**src/design/lcdseq_pkg.sv**
```systemverilog
package lcdseq_pkg;

	// step counter width, covers 41 goto writes and the largest shift limit
	localparam int STEP_W = 6;

	localparam logic [3:0] FUNC_INIT     = 4'd0;
	localparam logic [3:0] FUNC_CHAR     = 4'd1;
	localparam logic [3:0] FUNC_CURSOR   = 4'd2;
	localparam logic [3:0] FUNC_SCR_SH   = 4'd3;
	localparam logic [3:0] FUNC_CUR_SH   = 4'd4;
	localparam logic [3:0] FUNC_CLEAR    = 4'd5;
	localparam logic [3:0] FUNC_LINE     = 4'd6;
	localparam logic [3:0] FUNC_GOTO     = 4'd7;
	localparam logic [3:0] FUNC_BL_ON    = 4'd8;
	localparam logic [3:0] FUNC_BL_OFF   = 4'd9;
	localparam logic [3:0] FUNC_BL_TOG   = 4'd10;

	localparam logic [1:0] MODE_SHOW  = 2'd0;
	localparam logic [1:0] MODE_HIDE  = 2'd1;
	localparam logic [1:0] MODE_BLINK = 2'd2;
	localparam logic [1:0] MODE_FIXED = 2'd3;

	localparam logic [7:0] CHAR_NEWLINE = 8'd10;

	localparam logic [7:0] LCD_WAKE       = 8'h30;
	localparam logic [7:0] LCD_4BIT       = 8'h20;
	localparam logic [7:0] LCD_FUNC_SET   = 8'h28;
	localparam logic [7:0] LCD_DISP_ON    = 8'h0C;
	localparam logic [7:0] LCD_ENTRY      = 8'h06;
	localparam logic [7:0] LCD_CLEAR      = 8'h01;
	localparam logic [7:0] LCD_HOME       = 8'h02;
	localparam logic [7:0] LCD_LINE1      = 8'h80;
	localparam logic [7:0] LCD_LINE2      = 8'hC0;
	localparam logic [7:0] LCD_SCR_LEFT   = 8'h18;
	localparam logic [7:0] LCD_SCR_RIGHT  = 8'h1C;
	localparam logic [7:0] LCD_CUR_LEFT   = 8'h10;
	localparam logic [7:0] LCD_CUR_RIGHT  = 8'h14;

	localparam logic [7:0] ATTR_CURSOR = 8'h02;
	localparam logic [7:0] ATTR_BLINK  = 8'h01;

	localparam logic [7:0] GOTO_COLS = 8'd40;
	localparam logic [7:0] GOTO_ROWS = 8'd2;

	localparam logic [STEP_W-1:0] INIT_LEN = 6'd7;

	typedef struct packed {
		logic       rs;
		logic [7:0] code;
		logic       both;
		logic [4:0] wait_ms;
	} wr_t;

	typedef struct packed {
		logic start;
		logic load;
	} cmd_t;

	typedef struct packed {
		logic final_step;
	} status_t;

	function automatic wr_t init_entry(input logic [2:0] k);
		wr_t w;
		w.rs = 1'b0;
		unique case (k)
			3'd0: begin w.code = LCD_WAKE;     w.both = 1'b0; w.wait_ms = 5'd25; end
			3'd1: begin w.code = LCD_WAKE;     w.both = 1'b0; w.wait_ms = 5'd5;  end
			3'd2: begin w.code = LCD_WAKE;     w.both = 1'b0; w.wait_ms = 5'd2;  end
			3'd3: begin w.code = LCD_4BIT;     w.both = 1'b0; w.wait_ms = 5'd0;  end
			3'd4: begin w.code = LCD_FUNC_SET; w.both = 1'b1; w.wait_ms = 5'd0;  end
			3'd5: begin w.code = LCD_DISP_ON;  w.both = 1'b1; w.wait_ms = 5'd0;  end
			default: begin w.code = LCD_ENTRY; w.both = 1'b1; w.wait_ms = 5'd0;  end
		endcase
		return w;
	endfunction

endpackage

```
**src/design/lcdseq_ctrl.sv**
```systemverilog
module lcdseq_ctrl import lcdseq_pkg::*; (
	input  logic    clk,
	input  logic    arst_n,
	input  logic    in_valid,
	output logic    in_stall,
	output logic    out_valid,
	input  logic    out_stall,
	input  status_t status,
	output cmd_t    cmd
);

	localparam logic ST_IDLE = 1'b0;
	localparam logic ST_RUN  = 1'b1;

	logic state_q;
	logic out_valid_q;

	assign in_stall  = (state_q == ST_RUN);
	assign out_valid = out_valid_q;

	always_comb begin
		cmd.start = in_valid && (state_q == ST_IDLE);
		cmd.load  = (state_q == ST_RUN) && (!out_valid_q || !out_stall);
	end

	always_ff @(posedge clk or negedge arst_n) begin
		if (!arst_n) begin
			state_q     <= ST_IDLE;
			out_valid_q <= 1'b0;
		end else begin
			unique case (state_q)
				ST_IDLE: begin
					if (cmd.start)
						state_q <= ST_RUN;
				end
				default: begin
					if (cmd.load && status.final_step)
						state_q <= ST_IDLE;
				end
			endcase
			if (cmd.load)
				out_valid_q <= 1'b1;
			else if (!out_stall)
				out_valid_q <= 1'b0;
		end
	end

endmodule

```
**src/design/lcdseq_dp.sv**
```systemverilog
module lcdseq_dp import lcdseq_pkg::*; #(
	parameter int MAX_SHIFT = 40
) (
	input  logic       clk,
	input  logic       arst_n,
	input  cmd_t       cmd,
	output status_t    status,
	input  logic [3:0] func,
	input  logic [7:0] char_code,
	input  logic [1:0] cursor_mode,
	input  logic       direction,
	input  logic [7:0] count,
	input  logic [7:0] line_sel,
	input  logic [7:0] column,
	input  logic [7:0] row,
	output logic       write_valid,
	output logic       reg_select,
	output logic [7:0] code,
	output logic       both_nibbles,
	output logic [4:0] wait_ms,
	output logic       backlight,
	output logic       rejected,
	output logic       last
);

	logic [7:0]        attr_q;
	logic              light_q;
	logic [3:0]        func_q;
	logic [7:0]        char_q;
	logic              dir_q;
	logic              line2_q;
	logic              row2_q;
	logic              nowrite_q;
	logic              rej_q;
	logic [STEP_W-1:0] step_q;
	logic [STEP_W-1:0] total_q;

	logic [STEP_W-1:0] shift_cnt;
	logic [STEP_W-1:0] goto_cnt;
	logic              goto_ok;
	logic              line_ok;
	logic [STEP_W-1:0] total_d;
	logic              nowrite_d;
	logic              rej_d;
	logic [7:0]        attr_d;
	logic              light_d;
	wr_t               wr;

	assign status.final_step = (step_q == total_q - 1'b1);

	assign shift_cnt = (count > 8'(MAX_SHIFT)) ? STEP_W'(MAX_SHIFT) : count[STEP_W-1:0];
	// goto cursor steps share the shift limit
	assign goto_cnt  = (column > 8'(MAX_SHIFT)) ? STEP_W'(MAX_SHIFT) : column[STEP_W-1:0];
	assign goto_ok   = (row < GOTO_ROWS) && (column < GOTO_COLS);
	assign line_ok   = (line_sel[7:1] == 7'd0);

	// result count and state updates for a new request
	always_comb begin
		total_d   = STEP_W'(1);
		nowrite_d = 1'b0;
		rej_d     = 1'b0;
		attr_d    = attr_q;
		light_d   = light_q;
		unique case (func)
			FUNC_INIT: begin
				total_d = INIT_LEN;
				attr_d  = LCD_DISP_ON;
			end
			FUNC_CHAR: ;
			FUNC_CURSOR: begin
				unique case (cursor_mode)
					MODE_SHOW:  attr_d = attr_q | ATTR_CURSOR;
					MODE_HIDE:  attr_d = attr_q & ~ATTR_CURSOR;
					MODE_BLINK: attr_d = attr_q | ATTR_BLINK;
					default:    attr_d = attr_q & ~ATTR_BLINK;
				endcase
			end
			FUNC_SCR_SH, FUNC_CUR_SH: begin
				if (shift_cnt == '0)
					nowrite_d = 1'b1;
				else
					total_d = shift_cnt;
			end
			FUNC_CLEAR: total_d = STEP_W'(2);
			FUNC_LINE: begin
				nowrite_d = !line_ok;
				rej_d     = !line_ok;
			end
			FUNC_GOTO: begin
				if (goto_ok) begin
					total_d = goto_cnt + STEP_W'(2);
				end else begin
					nowrite_d = 1'b1;
					rej_d     = 1'b1;
				end
			end
			FUNC_BL_ON: begin
				nowrite_d = 1'b1;
				light_d   = 1'b1;
			end
			FUNC_BL_OFF: begin
				nowrite_d = 1'b1;
				light_d   = 1'b0;
			end
			FUNC_BL_TOG: begin
				nowrite_d = 1'b1;
				light_d   = !light_q;
			end
			default: begin
				nowrite_d = 1'b1;
				rej_d     = 1'b1;
			end
		endcase
	end

	// write for the current step
	always_comb begin
		wr.rs      = 1'b0;
		wr.code    = 8'd0;
		wr.both    = 1'b1;
		wr.wait_ms = 5'd0;
		unique case (func_q)
			FUNC_INIT: wr = init_entry(step_q[2:0]);
			FUNC_CHAR: begin
				if (char_q == CHAR_NEWLINE) begin
					wr.code = LCD_LINE2;
				end else begin
					wr.rs   = 1'b1;
					wr.code = char_q;
				end
			end
			FUNC_CURSOR: wr.code = attr_q;
			FUNC_SCR_SH: wr.code = dir_q ? LCD_SCR_RIGHT : LCD_SCR_LEFT;
			FUNC_CUR_SH: wr.code = dir_q ? LCD_CUR_RIGHT : LCD_CUR_LEFT;
			FUNC_CLEAR:  wr.code = (step_q == '0) ? LCD_CLEAR : LCD_LINE1;
			FUNC_LINE:   wr.code = line2_q ? LCD_LINE2 : LCD_LINE1;
			FUNC_GOTO: begin
				if (step_q == '0) begin
					wr.code = LCD_HOME;
				end else if (step_q == STEP_W'(1)) begin
					wr.code    = row2_q ? LCD_LINE2 : LCD_LINE1;
					wr.wait_ms = 5'd2;
				end else begin
					wr.code = LCD_CUR_RIGHT;
				end
			end
			default: ;
		endcase
		if (nowrite_q) begin
			wr.rs      = 1'b0;
			wr.code    = 8'd0;
			wr.both    = 1'b0;
			wr.wait_ms = 5'd0;
		end
	end

	always_ff @(posedge clk or negedge arst_n) begin
		if (!arst_n) begin
			attr_q  <= LCD_DISP_ON;
			light_q <= 1'b0;
		end else if (cmd.start) begin
			attr_q  <= attr_d;
			light_q <= light_d;
		end
	end

	always_ff @(posedge clk) begin
		if (cmd.start) begin
			func_q    <= func;
			char_q    <= char_code;
			dir_q     <= direction;
			line2_q   <= line_sel[0];
			row2_q    <= row[0];
			nowrite_q <= nowrite_d;
			rej_q     <= rej_d;
			total_q   <= total_d;
			step_q    <= '0;
		end else if (cmd.load) begin
			step_q <= step_q + 1'b1;
		end
		if (cmd.load) begin
			write_valid  <= !nowrite_q;
			reg_select   <= wr.rs;
			code         <= wr.code;
			both_nibbles <= wr.both;
			wait_ms      <= wr.wait_ms;
			backlight    <= light_q;
			rejected     <= rej_q;
			last         <= status.final_step;
		end
	end

endmodule

```
**src/design/char_lcd_command_sequencer_core.sv**
```systemverilog
// channel   direction  handshake              payload
// request   in         in_valid / in_stall    func char_code cursor_mode direction count
//                                             line_sel column row
// write     out        out_valid / out_stall  write_valid reg_select code both_nibbles
//                                             wait_ms backlight rejected last
//
// a request is taken, then one write result per cycle is loaded into the output
// register unless the output stalls: 1 to 41 results (up to MAX_SHIFT for shifts)
// the step counter in the datapath sets the pace; in_stall is high while it runs
// output stalls hold the result register and pause the step counter
// arst_n clears the controller, the display attribute (0x0C) and the backlight
module char_lcd_command_sequencer_core import lcdseq_pkg::*; #(
	parameter int MAX_SHIFT = 40
) (
	input  logic       clk,
	input  logic       arst_n,
	input  logic       in_valid,
	output logic       in_stall,
	input  logic [3:0] func,
	input  logic [7:0] char_code,
	input  logic [1:0] cursor_mode,
	input  logic       direction,
	input  logic [7:0] count,
	input  logic [7:0] line_sel,
	input  logic [7:0] column,
	input  logic [7:0] row,
	output logic       out_valid,
	input  logic       out_stall,
	output logic       write_valid,
	output logic       reg_select,
	output logic [7:0] code,
	output logic       both_nibbles,
	output logic [4:0] wait_ms,
	output logic       backlight,
	output logic       rejected,
	output logic       last
);

	cmd_t    cmd;
	status_t status;

	lcdseq_ctrl u_ctrl (
		.clk       (clk),
		.arst_n    (arst_n),
		.in_valid  (in_valid),
		.in_stall  (in_stall),
		.out_valid (out_valid),
		.out_stall (out_stall),
		.status    (status),
		.cmd       (cmd)
	);

	lcdseq_dp #(
		.MAX_SHIFT (MAX_SHIFT)
	) u_dp (
		.clk          (clk),
		.arst_n       (arst_n),
		.cmd          (cmd),
		.status       (status),
		.func         (func),
		.char_code    (char_code),
		.cursor_mode  (cursor_mode),
		.direction    (direction),
		.count        (count),
		.line_sel     (line_sel),
		.column       (column),
		.row          (row),
		.write_valid  (write_valid),
		.reg_select   (reg_select),
		.code         (code),
		.both_nibbles (both_nibbles),
		.wait_ms      (wait_ms),
		.backlight    (backlight),
		.rejected     (rejected),
		.last         (last)
	);

	// an accepted request keeps the input side busy while it expands
	a_busy_after_accept: assert property (@(posedge clk) disable iff (!arst_n)
		in_valid && !in_stall |=> in_stall)
		else $error("input not stalled after request transfer");

	// a rejected request gives one empty result
	a_reject_single: assert property (@(posedge clk) disable iff (!arst_n)
		out_valid && rejected |-> last && !write_valid)
		else $error("rejected request produced a write");

	a_empty_is_last: assert property (@(posedge clk) disable iff (!arst_n)
		out_valid && !write_valid |-> last && (code == 8'd0) && (wait_ms == 5'd0))
		else $error("empty result not final or not cleared");

endmodule
```
**config.mk**
```make
export PLATFORM = sky130hd
export DESIGN_NAME = char_lcd_command_sequencer_core
export DESIGN_NICKNAME = d
export VERILOG_FILES = /design/src/design/lcdseq_pkg.sv /design/src/design/lcdseq_ctrl.sv /design/src/design/lcdseq_dp.sv /design/src/design/char_lcd_command_sequencer_core.sv
export SDC_FILE = /design/constraint.sdc
export NUM_CORES = 1
export LEC_CHECK = 0
export ABC_AREA = 1
export BUFFER_PORTS_ARGS = -buffer_cell sky130_fd_sc_hd__buf_2
export CAP_MARGIN = 20
export CORE_MARGIN = 4
export CORE_UTILIZATION = 50
export DETAILED_ROUTE_END_ITERATION = 12
export GPL_TIMING_DRIVEN = 1
export PLACE_DENSITY = 0.77
export SLEW_MARGIN = 10
export SYNTH_ARGS = -nofsm -noshare
export SYNTH_HDL_FRONTEND = slang
export SYNTH_HIERARCHICAL = 1
export SYNTH_SLANG_ARGS = --single-unit
export TNS_END_PERCENT = 5
```
**constraint.sdc**
```tcl
create_clock -name clk -period 3.66 [get_ports clk]
set_clock_uncertainty 0.1 [all_clocks]
set_input_delay 0.549 -clock clk [delete_from_list [all_inputs] [get_ports clk]]
set_output_delay 0.549 -clock clk [all_outputs]
set_load 0.01 [all_outputs]
```
### Word level (Yosys, flattened, before mapping)

Index checks and enable logic that the tools add are counted.

* logic and storage cells: 124
* output and inout bits: 21
* bits of input ports: 51
* register bits: 59

* $lt $le $gt $ge: 4
* reductions and logical operators: 27
* add/sub/neg operators: 3
* multiplexer cells: 32
* equality and inequality tests: 32
* bitwise gates (word level): 3

Operator list (count)
* $pmux W12 S6: 1
* $pmux W8 S8: 1
* $eq A4 B3 Y1 const B: 8
* $mux W8: 4
* $mux W6: 4
* $pmux W6 S4: 1
* $eq A4 B2 Y1 const B: 4
* $gt A8 B6 Y1 const B: 2
* $pmux W8 S2: 1
* $mux W7: 2
* $eq A4 B4 Y1 const B: 3
* $logic_not A6 Y1: 2
* $pmux W5 S2: 1
* $mux W1: 9
* $reduce_or A9 Y1: 1
* $eq A4 B1 Y1 const B: 2
* $eq A8 B4 Y1 const B: 1
* $logic_not A4 Y1: 2
* $lt A8 B2 Y1 const B: 1
* $lt A8 B6 Y1 const B: 1
* $reduce_and A4 Y1: 2
* $logic_not A7 Y1: 1
* $add A6 B1 Y6 const B: 1
* $add A6 B2 Y6 const B: 1
* other kinds (29): 45

### Logic depth before layout (Yosys ltp)

Gate-level depths: netlist of run 1.

* depth after elaboration: 6
* gate-level depth with buffers: 12
* depth with buffers taken out: 12

### Modules after synthesis

Netlist of run 1, hierarchy kept.

Modules (own cells, without submodules)
* lcdseq_dp: cells an instance 336, sequential area each 1452.6 µm², area each 2807.7 µm², times used 1
* lcdseq_ctrl: cells an instance 11, sequential area each 50.0 µm², area each 85.1 µm², times used 1

### Least setup slack after synthesis of run 1

No wires, ideal clock.

* path type: input to register
* start point: input out_stall
* end point: register u_dp.step_q[5]
* library setup time: 0.153 ns
* slack: 1.127 ns
* data required time: 3.407 ns
* stages on the path: 6
* data arrival time: 2.280 ns
* cell sequence: a21oi_1 nand2_1 nor2_1 nand2_1 nor3b_1 nor3_1

* word-level cells in the longest chain between the ends: 3

RTL lines
* start, declared: RTL line char_lcd_command_sequencer_core.sv:28 `input logic out_stall,`
* $logic_not A1 Y1: RTL line lcdseq_ctrl.sv:23 `cmd.load = (state_q == ST_RUN) && (!out_valid_q || !out_stall);`
* $logic_or A1 B1 Y1: RTL line lcdseq_ctrl.sv:23
* $logic_and A1 B1 Y1: RTL line lcdseq_ctrl.sv:23
* end signal, assigned: RTL line lcdseq_dp.sv:179 `step_q <= step_q + 1'b1;`
* end, declared: RTL line lcdseq_dp.sv:35 `logic [STEP_W-1:0] step_q;`

Every way passes these cells.
A chain may end at the register's enable or synchronous reset.

### Worst setup path in the final report of run 1

* start point: input column[4]
* end point: register u_dp.total_q[5], data pin

* word-level cells in the longest chain between the ends: 5
* elaborated cells on any way between the ends: 7

RTL lines
* start, declared: RTL line char_lcd_command_sequencer_core.sv:25 `input logic [7:0] column,`
* $gt A8 B6 Y1: RTL line lcdseq_dp.sv:53 `assign goto_cnt = (column > 8'(MAX_SHIFT)) ? STEP_W'(MAX_SHIFT) : column[STEP_W-1:0];`
* $mux W6: RTL line lcdseq_dp.sv:53
* $add A6 B2 Y6: RTL line lcdseq_dp.sv:91 `total_d = goto_cnt + STEP_W'(2);`
* $mux W6 *: RTL line lcdseq_dp.sv:90 `if (goto_ok) begin`
* $pmux W6 S4 *: RTL line lcdseq_dp.sv:64 `unique case (func)`
* via u_dp.total_d[5]: RTL line lcdseq_dp.sv:42 `logic [STEP_W-1:0] total_d;`
* end signal, assigned: RTL line lcdseq_dp.sv:176 `total_q <= total_d;`
* end, declared: RTL line lcdseq_dp.sv:36 `logic [STEP_W-1:0] total_q;`

Mark *: on every way through the listed nets, which the timed path passes. The rest lies on a longest branch.

==> qor_table.md, run 1 <==
| Item | Value | Unit |
|:---|:---|:---|
| Area share of xor/xnor cells in the synthesized design | 2.72 | % |
| Layout overhead on the synthesized area | 18.3 | % |
| Initial antenna violation count | 0 | - |
| Cell area power density | 494 | nW/um^2 |
| Wire length per cell after detailed routing | 11.3 | um |
| CTS Root Cell | sky130_fd_sc_hd__clkbuf_8 | - |
| Leakage power | 1.59 | nW |
| Dominant combinational cell family by area after synthesis | simple AND/OR/NAND/NOR gates | - |
| Number of flops mapped to enable cells by yosys | 41 | - |
| Basic-gate share of the synthesized area counting and, or, nand and nor cells | 29.2 | % |
| Number of setup violations in the final report | 0 | - |
| Maximum capacitance violations | 0 | - |
| Critical path required time | 3730 | ps |
| Floorplan row count | 27 | - |
| Mux share of post-synthesis cell area | 0 | % |
| Final wirelength | 5.63 | mm |
| Post-layout nets | 481 | - |
| Highest net fanout along the worst path | 7 | - |
| Synthesized netlist net count | 404 | - |
| Most frequent cells in the layout | sky130_fd_sc_hd__nand2_1, sky130_fd_sc_hd__buf_2, sky130_fd_sc_hd__nor2_1 | - |
| Synthesized instance count | 347 | - |
| Pin count of the biggest net entering global routing | 28 | - |
| Number of clock sinks | 53 | - |
| Final GP Congestion | 0.880 | - |
| Wire length of the first global-routing pass | 9.67 | mm |
| Achievable clock frequency | 524 | MHz |
| Transition time at the pin with the least slew margin | 480 | ps |
| Startpoint type of the worst setup path | primary input | - |
| Via count of the first global-routing pass | 2332 | - |
| Category of the critical setup timing path | in -> reg | - |
| Yosys cell types | 30 | - |
| Iteration count of the initial detailed-routing pass | 4 | - |
| Hold WC Path Type | in -> reg | - |
| GRT Total Usage | 16.5 | % |
| Count of antenna-violating nets left after detailed routing | 0 | - |
| Detailed router's first-iteration violation count | 115 | - |
| Initial core utilization | 51.9 | % |
| Signal arrival time at the worst endpoint | 1980 | ps |
| CTS HTree Levels | 2 | - |
| Die Y | 84.1 | um |
| Clock buffer count from CTS | 5 | - |
| Peak VDD IR | 0.222 | mV |
| Top-Level Pins | 72 | - |
| Fraction of the cycle the final worst path needs | 52.2 | % |
| Clock edge transition at the registers on the reported setup and hold paths | 90 | ps |
| Flip-flop cell with the highest count after synthesis | sky130_fd_sc_hd__edfxtp_1 | - |
| Final core utilization | 61.4 | % |
| Buffers on Ports | 71 | - |
| Register bit count reported by yosys | 53 | - |
| TritonCTS clock tree | built | - |
| Total via count in the routed design | 2451 | - |
| Std-Cell Core Area | 5570 | sq um |
| Most frequent standard cell in the layout excluding fill and tap cells | sky130_fd_sc_hd__nand2_1 | - |
| Layout cell share with drive strength beyond 1 | 20.7 | % |
| Share of synthesized registers carrying an async set or reset | 11.3 | % |
| X dimension of the die | 84.1 | um |
| Run status | finished, final reports clean | - |
| Sum Neg Setup Slack | 0 | ps |
| Period minus WS final | 1910 | ps |
| Final max-slew violation count | 0 | - |
| DRC Markers | 0 | - |
| Final global-route overflow total | 0 | - |
| Clk buf depth | 2 | - |
| Die Outline Area | 7070 | sq um |
| Final Hold Vio Count | 0 | - |
| Area fraction in compound gates after synthesis | 5.80 | % |
| Yosys synthesis warning count | 6 | - |
| Clock insertion delay at the later pin of the skew report | 300 | ps |
| Antenna Diode Count | 0 | - |
| Endpoint kind of the worst setup timing path | register | - |
| Via density per instance | 4.93 | - |
| Worst slew margin relative to its limit | 68.0 | % |
| Final HPWL DP | 4.55 | mm |
| Total standard cell area after synthesis | 2890 | sq um |
| Share of synthesized cell area in full adder, half adder and majority cells | 2.60 | % |
| Mean instance size in the synthesized netlist | 8.34 | sq um |
| Sequential-to-total area share from yosys stat | 51.9 | % |
| Setup repair after global routing missed its margin | no | - |
## layout make-up
class	count	area, sq um
fillers	493	2150
flip-flops and latches	53	1500
multi-input cells	239	1170
repair buffers	74	380
inverters	51	191
well taps	72	90.1
clock buffers	6	72.6
clock inverters	2	15.0
## stage by stage
stage / hold WS (ps) / setup WS (ps) / total power, mW / std cells / cell area [sq um]
final: 314 / 1750 / 1.69 / 497 / 3420
after detailed placement: 295 / 1460 / 1.39 / 488 / 3320
after floorplan: 153 / 1130 / 1.23 / 347 / 2890
after global placement: 291 / 1580 / 1.37 / 488 / 3320
after CTS: 301 / 1720 / 1.71 / 497 / 3420
after global routing: 291 / 1540 / 1.81 / 497 / 3420
## cell families after synthesis
logic type               count (synthesis)
buffers and inverters                   55
flip-flops                              53
AO/OA/AOI/OAI                           31
XOR/XNOR                                 9
AND/OR/NAND/NOR                        193
adder cells (fa/ha/maj)                  6
## registers in the layout, summed over array words and instances, names as in the netlist
signal / count
u_dp/rej_q: 1
u_dp/func_q: 4
u_dp/write_valid: 1
u_dp/nowrite_q: 1
u_dp/rejected: 1
u_dp/total_q: 6
u_dp/line2_q: 1
u_dp/char_q: 8
u_ctrl/in_stall: 1
u_dp/row2_q: 1
u_dp/attr_q: 3
u_dp/light_q: 1
u_dp/last: 1
u_dp/code: 8
u_dp/wait_ms: 4
u_dp/reg_select: 1
u_dp/both_nibbles: 1
u_dp/step_q: 6
u_dp/dir_q: 1
u_ctrl/out_valid: 1
u_dp/backlight: 1
## synthesized netlist by cell type, types with 3 or more instances
library cell                n  share of area, %
sky130_fd_sc_hd__nor2_1    57               7.4
sky130_fd_sc_hd__dfxtp_1    6               4.2
sky130_fd_sc_hd__nor3_1     9               1.6
sky130_fd_sc_hd__ha_1       6               2.6
sky130_fd_sc_hd__nand2_1   82                11
sky130_fd_sc_hd__nand3b_1   3              0.78
sky130_fd_sc_hd__dfrtp_1    5               4.3
sky130_fd_sc_hd__edfxtp_1  41                43
sky130_fd_sc_hd__o21ai_0    9               1.6
sky130_fd_sc_hd__nand3_1   27               4.7
sky130_fd_sc_hd__nand4_1    8               1.7
sky130_fd_sc_hd__a21oi_1   16               2.8
sky130_fd_sc_hd__inv_1     50               6.5
sky130_fd_sc_hd__xnor2_1    7               2.1
## metal layers
| layer | part of all wire [%] | vias to the layer above | global-route usage [%] | routed length, um |
|---|---|---|---|---|
| li1 | - | 1286 | - | - |
| met1 | 45 | 1080 | 20.0 | 2530 |
| met2 | 47 | 77 | 28.6 | 2640 |
| met3 | 6.5 | 8 | 3.85 | 364 |
| met4 | 1.6 | 0 | 5.85 | 92 |
| met5 | 0 | - | 0 | 0 |
## final timing paths
kind	from	endpoint	slack [ps]	cells after the start
worst max register to register	u_ctrl/in_stall$_DFF_PN0_	u_dp/attr_q[1]$_DFFE_PN0P_	1750	8
worst min register to register	u_dp/rej_q$_DFFE_PP_	u_dp/rejected$_DFFE_PP_	330	0
worst min-delay path	char_code[3]	u_dp/char_q[3]$_DFFE_PP_	310	1
min in group asynchronous	arst_n	u_dp/attr_q[0]$_DFFE_PN0P_	490	2
worst max-delay path	column[4]	u_dp/total_q[5]$_DFFE_PP_	1750	13
max in group asynchronous	arst_n	u_dp/attr_q[3]$_DFFE_PN1P_	2740	2
## worst max-delay path, cell delays in order
cell,delay [ps]
sky130_fd_sc_hd__buf_2,120
sky130_fd_sc_hd__inv_1,60
sky130_fd_sc_hd__nand2_1,50
sky130_fd_sc_hd__nor2_1,100
sky130_fd_sc_hd__nand2_1,70
sky130_fd_sc_hd__nand2_1,170
sky130_fd_sc_hd__nand2_1,100
sky130_fd_sc_hd__inv_1,70
sky130_fd_sc_hd__ha_1,160
sky130_fd_sc_hd__inv_1,50
sky130_fd_sc_hd__o311ai_0,320
sky130_fd_sc_hd__nand2_1,90
sky130_fd_sc_hd__nand2_1,80
## timing repair
item,4_1_cts,5_1_grt
hold buffers,1,0
buffers inserted,0,0
resized for setup,0,0
setup endpoints to repair,0,0
endpoints found under the hold margin,5,0
## report_power, final
group	switching, mW	internal, mW	total (mW)
sequential	0.0994	0.802	0.901
combinational	0.290	0.186	0.476
clock	0.178	0.135	0.313
Power figures use the tool's default switching activity.
==> run 2: changes to the inputs <==
- ABC_AREA: 1 -> 0
- clock period: 3.66 -> 1.85 ns (I/O delays scaled with it)
==> run 2 against run 1 <==
Effect of this change:
- hold slack worse by 280 ps
- area after synthesis shrank 3.2%
- clock power grew 120%
- die area fell by 2.9%
- critical path depth fell by 9
- highest routed layer unchanged
==> qor_table.md, run 2 <==
| Item | Value | Unit |
|:---|:---|:---|
| Run status | finished, final reports clean | - |
| Yosys synthesis warning count | 6 | - |
| Critical hold path startpoint | char_code[1] | - |
| Final HPWL DP | 4.66 | mm |
| Final GP Congestion | 0.923 | - |
| Synthesized instance count | 260 | - |
| Category of the critical setup timing path | reg -> reg | - |
| Maximum capacitance violations | 0 | - |
| Transition time at the pin with the least slew margin | 501 | ps |
| X dimension of the die | 82.8 | um |
| Yosys cell types | 59 | - |
| Iteration count of the initial detailed-routing pass | 5 | - |
| Synthesized netlist net count | 317 | - |
| Critical register-to-register path endpoint | u_dp/code[1]$_SDFFCE_PP0P_ | - |
| Area fraction in compound gates after synthesis | 14.0 | % |
| Clock insertion delay at the later pin of the skew report | 310 | ps |
| Via density per instance | 5.64 | - |
| Hold WC Path Type | in -> reg | - |
| Startpoint of the worst register-to-register path | u_dp/char_q[0]$_DFFE_PP_ | - |
| Floorplan row count | 26 | - |
| GRT Total Usage | 17.8 | % |
| Portion of synthesized cell area occupied by the leading cell type | 44.0 | % |
| Die Y | 82.8 | um |
| Biggest cell delay along the critical path | 470 | ps |
| Highest net fanout along the worst path | 3 | - |
| Multi-input logic area | 1250 | sq um |
| Final global-route overflow total | 0 | - |
| Period minus WS final | 1820 | ps |
| CTS Root Cell | sky130_fd_sc_hd__clkbuf_8 | - |
| Pin count of the biggest net entering global routing | 30 | - |
| Achievable clock frequency | 550 | MHz |
| Most instantiated library cell after synthesis | sky130_fd_sc_hd__edfxtp_1 | - |
| Critical path buffer and inverter count | 0 | - |
| Endpoint kind of the worst setup timing path | register | - |
| Worst slack after detailed placement | -24.6 | ps |
| Startpoint type of the worst setup path | register | - |
| Final worst-path setup slack | 32.9 | ps |
| Sequential-to-total area share from yosys stat | 53.7 | % |
| DRC Markers | 0 | - |
| Clock edge transition at the registers on the reported setup and hold paths | 100 | ps |
| Layout overhead on the synthesized area | 24.9 | % |
| Worst-case hold path end point | u_dp/char_q[1]$_DFFE_PP_ | - |
| Most frequent cells in the layout | sky130_fd_sc_hd__buf_2, sky130_fd_sc_hd__edfxtp_1, sky130_fd_sc_hd__nor2_1 | - |
| Initial core utilization | 53.1 | % |
| Count of antenna-violating nets left after detailed routing | 0 | - |
| Via count of the first global-routing pass | 2280 | - |
| Top-Level Pins | 72 | - |
| Top flop regs | u_dp/char_q: 8 flops, u_dp/code: 8 flops | - |
| Number of inserted filler cells in the final layout | 415 | - |
| Std-Cell Core Area | 5270 | sq um |
| Cell-by-cell listing of the critical path | nor4b_1 > a21oi_1 > a221oi_1 > nor2_1 | - |
| Sum Neg Setup Slack | 0 | ps |
| Number of flops mapped to enable cells by yosys | 41 | - |
| Share of synthesized cell area in full adder, half adder and majority cells | 2.68 | % |
| Cell area power density | 898 | nW/um^2 |
| Cell type with the largest total area after synthesis | sky130_fd_sc_hd__edfxtp_1 | - |
| Final Hold Vio Count | 0 | - |
| Final max-slew violation count | 0 | - |
| Post-layout nets | 407 | - |
| Number of clock sinks | 53 | - |
| Leakage power | 1.39 | nW |
| Sequential cell area | 1500 | sq um |
| Flip-flop cell with the highest count after synthesis | sky130_fd_sc_hd__edfxtp_1 | - |
| Die Outline Area | 6860 | sq um |
| Most frequent standard cell in the layout excluding fill and tap cells | sky130_fd_sc_hd__buf_2 | - |
| Library cell contributing the largest single delay on the critical path | sky130_fd_sc_hd__nor4b_1 | - |
| Layout cell share with drive strength beyond 1 | 33.6 | % |
| Share of synthesized registers carrying an async set or reset | 11.3 | % |
| Critical path required time | 1820 | ps |
| Initial antenna violation count | 0 | - |
| Register bit count reported by yosys | 53 | - |
| Buffers on Ports | 71 | - |
| Final core utilization | 66.4 | % |
| Dominant cells by area after synthesis | sky130_fd_sc_hd__edfxtp_1, sky130_fd_sc_hd__dfrtp_1, sky130_fd_sc_hd__dfxtp_1, sky130_fd_sc_hd__nor2_1, sky130_fd_sc_hd__xor2_1 | - |
| Peak VDD IR | 0.441 | mV |
| Total standard cell area after synthesis | 2800 | sq um |
| CTS HTree Levels | 2 | - |
| TritonCTS clock tree | built | - |
| Worst reg-to-reg setup slack | 30 | ps |
| Basic-gate share of the synthesized area counting and, or, nand and nor cells | 21.3 | % |
| Critical path's top delay family | simple AND/OR/NAND/NOR gates | - |
| Worst Reg-to-Reg Cells | 4 | - |
| Setup repair after global routing missed its margin | yes | - |
| Total via count in the routed design | 2375 | - |
| Fraction of the cycle the final worst path needs | 98.2 | % |
| Final wirelength | 6.16 | mm |
| Hold slack final | 32.2 | ps |
| Antenna Diode Count | 0 | - |
| Wire length per cell after detailed routing | 14.6 | um |
| Clk buf depth | 2 | - |
| Number of setup violations in the final report | 0 | - |
| Most frequent cells after synthesis | sky130_fd_sc_hd__edfxtp_1, sky130_fd_sc_hd__nor2_1, sky130_fd_sc_hd__nand2_1 | - |
| Signal arrival time at the worst endpoint | 1790 | ps |
| Worst hold path stage count | 1 | - |
| Clock buffer count from CTS | 5 | - |
| Area share of xor/xnor cells in the synthesized design | 4.38 | % |
| Dominant combinational cell family by area after synthesis | simple AND/OR/NAND/NOR gates | - |
| Mux share of post-synthesis cell area | 1.12 | % |
| Mean instance size in the synthesized netlist | 10.8 | sq um |
| Detailed router's first-iteration violation count | 163 | - |
| Wire length of the first global-routing pass | 10.0 | mm |
| Worst slew margin relative to its limit | 65.7 | % |
-- run 2: cell count changes after synthesis, sizes merged, moves of 5 or more --
cell / delta
nand2: -64
inv: -43
nor2: -36
nand3: -21
xor2: +7
clkbuf: +6
nand2b: +6
a21oi: -5
and3: +5
nand4: -5
o21ai: +5
-- run 2: worst max path at each step --
stage | startpoint | endpoint | slack [ps] | cells after the start
CTS | u_dp/total_q[1]$_DFFE_PP_ | u_ctrl/in_stall$_DFF_PN0_ | 5 | 8
floorplan | u_ctrl/in_stall$_DFF_PN0_ | u_dp/attr_q[1]$_DFFE_PN0P_ | -60 | 4
detailed placement | u_dp/total_q[0]$_DFFE_PP_ | u_ctrl/in_stall$_DFF_PN0_ | -20 | 8
global route | u_dp/func_q[1]$_DFFE_PP_ | u_dp/code[3]$_SDFFCE_PP0P_ | -40 | 4
global placement | u_dp/total_q[0]$_DFFE_PP_ | u_ctrl/in_stall$_DFF_PN0_ | 30 | 8
finish | u_dp/char_q[0]$_DFFE_PP_ | u_dp/code[1]$_SDFFCE_PP0P_ | 30 | 4
-- run 2: cell type report --
cell class              instances  share of cell area (%)
multi-input cells             188                    35.7
clock buffers                   6                    2.36
flip-flops and latches         53                    43.0
well taps                      70                    2.50
repair buffers                 94                    15.2
inverters                       8                   0.859
clock inverters                 2                   0.394
-- run 2: through the flow --
step | area (sq um) | instances | total power, mW
after CTS | 3470 | 421 | 3.14
after detailed placement | 3360 | 411 | 2.46
after global placement | 3360 | 411 | 2.42
after global routing | 3500 | 421 | 3.33
after floorplan | 2800 | 260 | 2.13
final | 3500 | 421 | 3.14
-- run 2: cell families after synthesis --
group,Yosys count
DFF,53
xor gates and xnor gates,14
adders and majority gates,6
muxes,3
buffers and inverters,19
and+or+nand+nor,106
AOI/OAI and AO/OA,59
-- run 2: what timing repair did --
action                     CTS  global route
buffers inserted             1             0
setup endpoints to repair    1             5
resized for setup            1             5
hold endpoints to repair     6             0
hold buffers                 1             0
pin swaps                    1             1
-- run 2: power breakdown --
part	total (mW)	switching, mW	internal, mW
clock network	0.677	0.373	0.304
logic	0.894	0.500	0.394
registers	1.57	0.116	1.45
total	3.14	0.990	2.15
-- run 2: worst reg2reg max path, delay by kind of cell (launching register included) --
family / cells / cell delay [ps]
simple gates: 2 / 540
compound gates: 2 / 540
flops: 1 / 410
-- run 2: layer usage --
| layer | part of all wire [%] | vias to the layer above | wire (um) | global-route usage [%] |
|---|---|---|---|---|
| met5 | 0 | - | 0 | 0 |
| met3 | 7.3 | 18 | 450 | 3.86 |
| met4 | 3.0 | 0 | 187 | 9.06 |
| met1 | 43 | 1095 | 2620 | 21.6 |
| li1 | - | 1156 | - | - |
| met2 | 47 | 106 | 2900 | 29.8 |
==> run 3: changes to the inputs <==
- ABC_AREA: 0 -> 1
==> run 3 against run 2 <==
Effect of this change:
- cell count rose by 19%
- routed wire length down 7.4%
- flip-flop and latch count is the same
- total power increased by 9.9%
- count of clock-buffer cells in the layout is 1 higher
- largest power group unchanged
==> qor_table.md, run 3 (synthesis results as in run 1) <==
| Item | Value | Unit |
|:---|:---|:---|
| Antenna Diode Count | 0 | - |
| Buffers on Ports | 71 | - |
| Signal arrival time at the worst endpoint | 1790 | ps |
| Total via count in the routed design | 2512 | - |
| Final HPWL DP | 4.57 | mm |
| Number of setup violations in the final report | 0 | - |
| Net switching share of the total power | 33.1 | % |
| Period minus WS final | 1700 | ps |
| Pin count of the biggest net entering global routing | 27 | - |
| Clock buffer count from CTS | 5 | - |
| Wire length per cell after detailed routing | 11.3 | um |
| Top flop regs | u_dp/char_q: 8 flops, u_dp/code: 8 flops | - |
| Final wirelength | 5.70 | mm |
| Post-placement cell count | 494 | - |
| Wire length of the first global-routing pass | 9.81 | mm |
| Worst hold path stage count | 1 | - |
| Layout overhead on the synthesized area | 20.6 | % |
| Number of clock sinks | 53 | - |
| Peak VDD IR | 0.532 | mV |
| Initial antenna violation count | 0 | - |
| Layout cell share with drive strength beyond 1 | 22.7 | % |
| Achievable clock frequency | 588 | MHz |
| Sequential cell area | 1500 | sq um |
| Sw power | 1.14 | mW |
| Hold slack final | 46.2 | ps |
| Endpoint kind of the worst setup timing path | register | - |
| Iteration count of the initial detailed-routing pass | 5 | - |
| Cell area power density | 989 | nW/um^2 |
| Worst reg-to-reg setup slack | 150 | ps |
| Via count of the first global-routing pass | 2317 | - |
| Die Outline Area | 7070 | sq um |
| Critical path required time | 1940 | ps |
| Setup repair after global routing missed its margin | no | - |
| Clk buf depth | 2 | - |
| Most frequent standard cell in the layout excluding fill and tap cells | sky130_fd_sc_hd__nand2_1 | - |
| CTS HTree Levels | 2 | - |
| Final max-slew violation count | 0 | - |
| Final core utilization | 62.6 | % |
| Final global-route overflow total | 0 | - |
| Number of inserted filler cells in the final layout | 493 | - |
| Category of the critical setup timing path | reg -> reg | - |
| Hold WC Path Type | in -> reg | - |
| Cell-internal power | 2.31 | mW |
| Critical hold path startpoint | char_code[4] | - |
| Worst slew margin relative to its limit | 76.7 | % |
| Critical register-to-register path endpoint | u_ctrl/in_stall$_DFF_PN0_ | - |
| Die Y | 84.1 | um |
| Startpoint of the worst register-to-register path | u_dp/total_q[0]$_DFFE_PP_ | - |
| CTS Root Cell | sky130_fd_sc_hd__clkbuf_8 | - |
| Multi-input logic area | 1180 | sq um |
| Highest net fanout along the worst path | 3 | - |
| Final Hold Vio Count | 0 | - |
| GRT Total Usage | 16.5 | % |
| Top-Level Pins | 72 | - |
| Std-Cell Core Area | 5570 | sq um |
| Worst Reg-to-Reg Cells | 9 | - |
| Initial core utilization | 51.9 | % |
| Post-layout nets | 487 | - |
| Fraction of the cycle the final worst path needs | 92.0 | % |
| Leakage power | 1.62 | nW |
| DRC Markers | 0 | - |
| Run status | finished, final reports clean | - |
| Worst-case hold path end point | u_dp/char_q[4]$_DFFE_PP_ | - |
| Via density per instance | 4.99 | - |
| Clock insertion delay at the later pin of the skew report | 290 | ps |
| Clock share of power | 18.8 | % |
| Sequential group share of total power | 50.9 | % |
| Transition time at the pin with the least slew margin | 349 | ps |
| TritonCTS clock tree | built | - |
| Floorplan row count | 27 | - |
| Post-route non-filler standard cell count | 503 | - |
| Startpoint type of the worst setup path | register | - |
| Clock edge transition at the registers on the reported setup and hold paths | 90 | ps |
| Final GP Congestion | 0.848 | - |
| X dimension of the die | 84.1 | um |
| Combinational fraction of design power | 30.3 | % |
| Detailed router's first-iteration violation count | 120 | - |
| Most frequent cells in the layout | sky130_fd_sc_hd__nand2_1, sky130_fd_sc_hd__buf_2, sky130_fd_sc_hd__nor2_1 | - |
| Count of antenna-violating nets left after detailed routing | 0 | - |
| Maximum capacitance violations | 0 | - |
## run 3: routing by layer
layer	vias to the layer above	global-route usage (%)	wire (um)
met5	-	0	0
met4	0	4.97	73
met3	8	3.75	432
met2	100	28.0	2680
met1	1096	20.9	2520
li1	1308	-	-
## run 3: final cells by class
class                   instances  area share [%]
repair buffers                 80            12.2
multi-input cells             239            33.9
clock buffers                   7            2.47
clock inverters                 1           0.215
inverters                      51            5.60
well taps                      72            2.58
flip-flops and latches         53            43.1
## run 3: power groups by stage
stage	logic, mW	registers, mW	clock network, mW
2_1_floorplan	0.641	1.80	0
3_3_place_gp	1.01	1.77	0
3_5_place_dp	1.04	1.79	0
4_1_cts	1.05	1.76	0.663
5_1_grt	1.18	1.79	0.721
6_report	1.05	1.76	0.648
## run 3: worst max path at each step
stage,startpoint,to,depth (start not counted)
global placement,column[4],u_dp/total_q[5]$_DFFE_PP_,13
detailed placement,column[4],u_dp/total_q[5]$_DFFE_PP_,13
CTS,u_dp/total_q[0]$_DFFE_PP_,u_ctrl/in_stall$_DFF_PN0_,9
finish,u_dp/total_q[0]$_DFFE_PP_,u_ctrl/in_stall$_DFF_PN0_,9
floorplan,u_ctrl/in_stall$_DFF_PN0_,u_dp/step_q[5]$_SDFFE_PP0P_,7
global route,u_dp/total_q[0]$_DFFE_PP_,u_ctrl/in_stall$_DFF_PN0_,9
## run 3: through the flow
step	instance area [sq um]	setup slack, ps	total power [mW]	TNS, ps
6_report	3490	149	3.45	0
5_1_grt	3490	23.0	3.70	0
4_1_cts	3480	165	3.47	0
3_5_place_dp	3370	62.4	2.82	0
3_3_place_gp	3370	160	2.79	0
2_1_floorplan	2900	-106	2.44	-106
## run 3: what timing repair did
action / in CTS / in global routing
setup endpoints to repair: 0 / 1
endpoints found under the hold margin: 6 / 0
setup buffers: 0 / 0
resized for setup: 0 / 3
hold buffers: 1 / 0
## run 3: worst max-delay path: stages (launching register included)
cell and delay, ps:
sky130_fd_sc_hd__edfxtp_1 410, sky130_fd_sc_hd__inv_1 130, sky130_fd_sc_hd__ha_2 280, sky130_fd_sc_hd__xnor2_1 130
sky130_fd_sc_hd__nor3_1 190, sky130_fd_sc_hd__nand3b_1 110, sky130_fd_sc_hd__nor2_2 100, sky130_fd_sc_hd__nand2_1 60
sky130_fd_sc_hd__nand2_1 50, sky130_fd_sc_hd__nand2_1 40
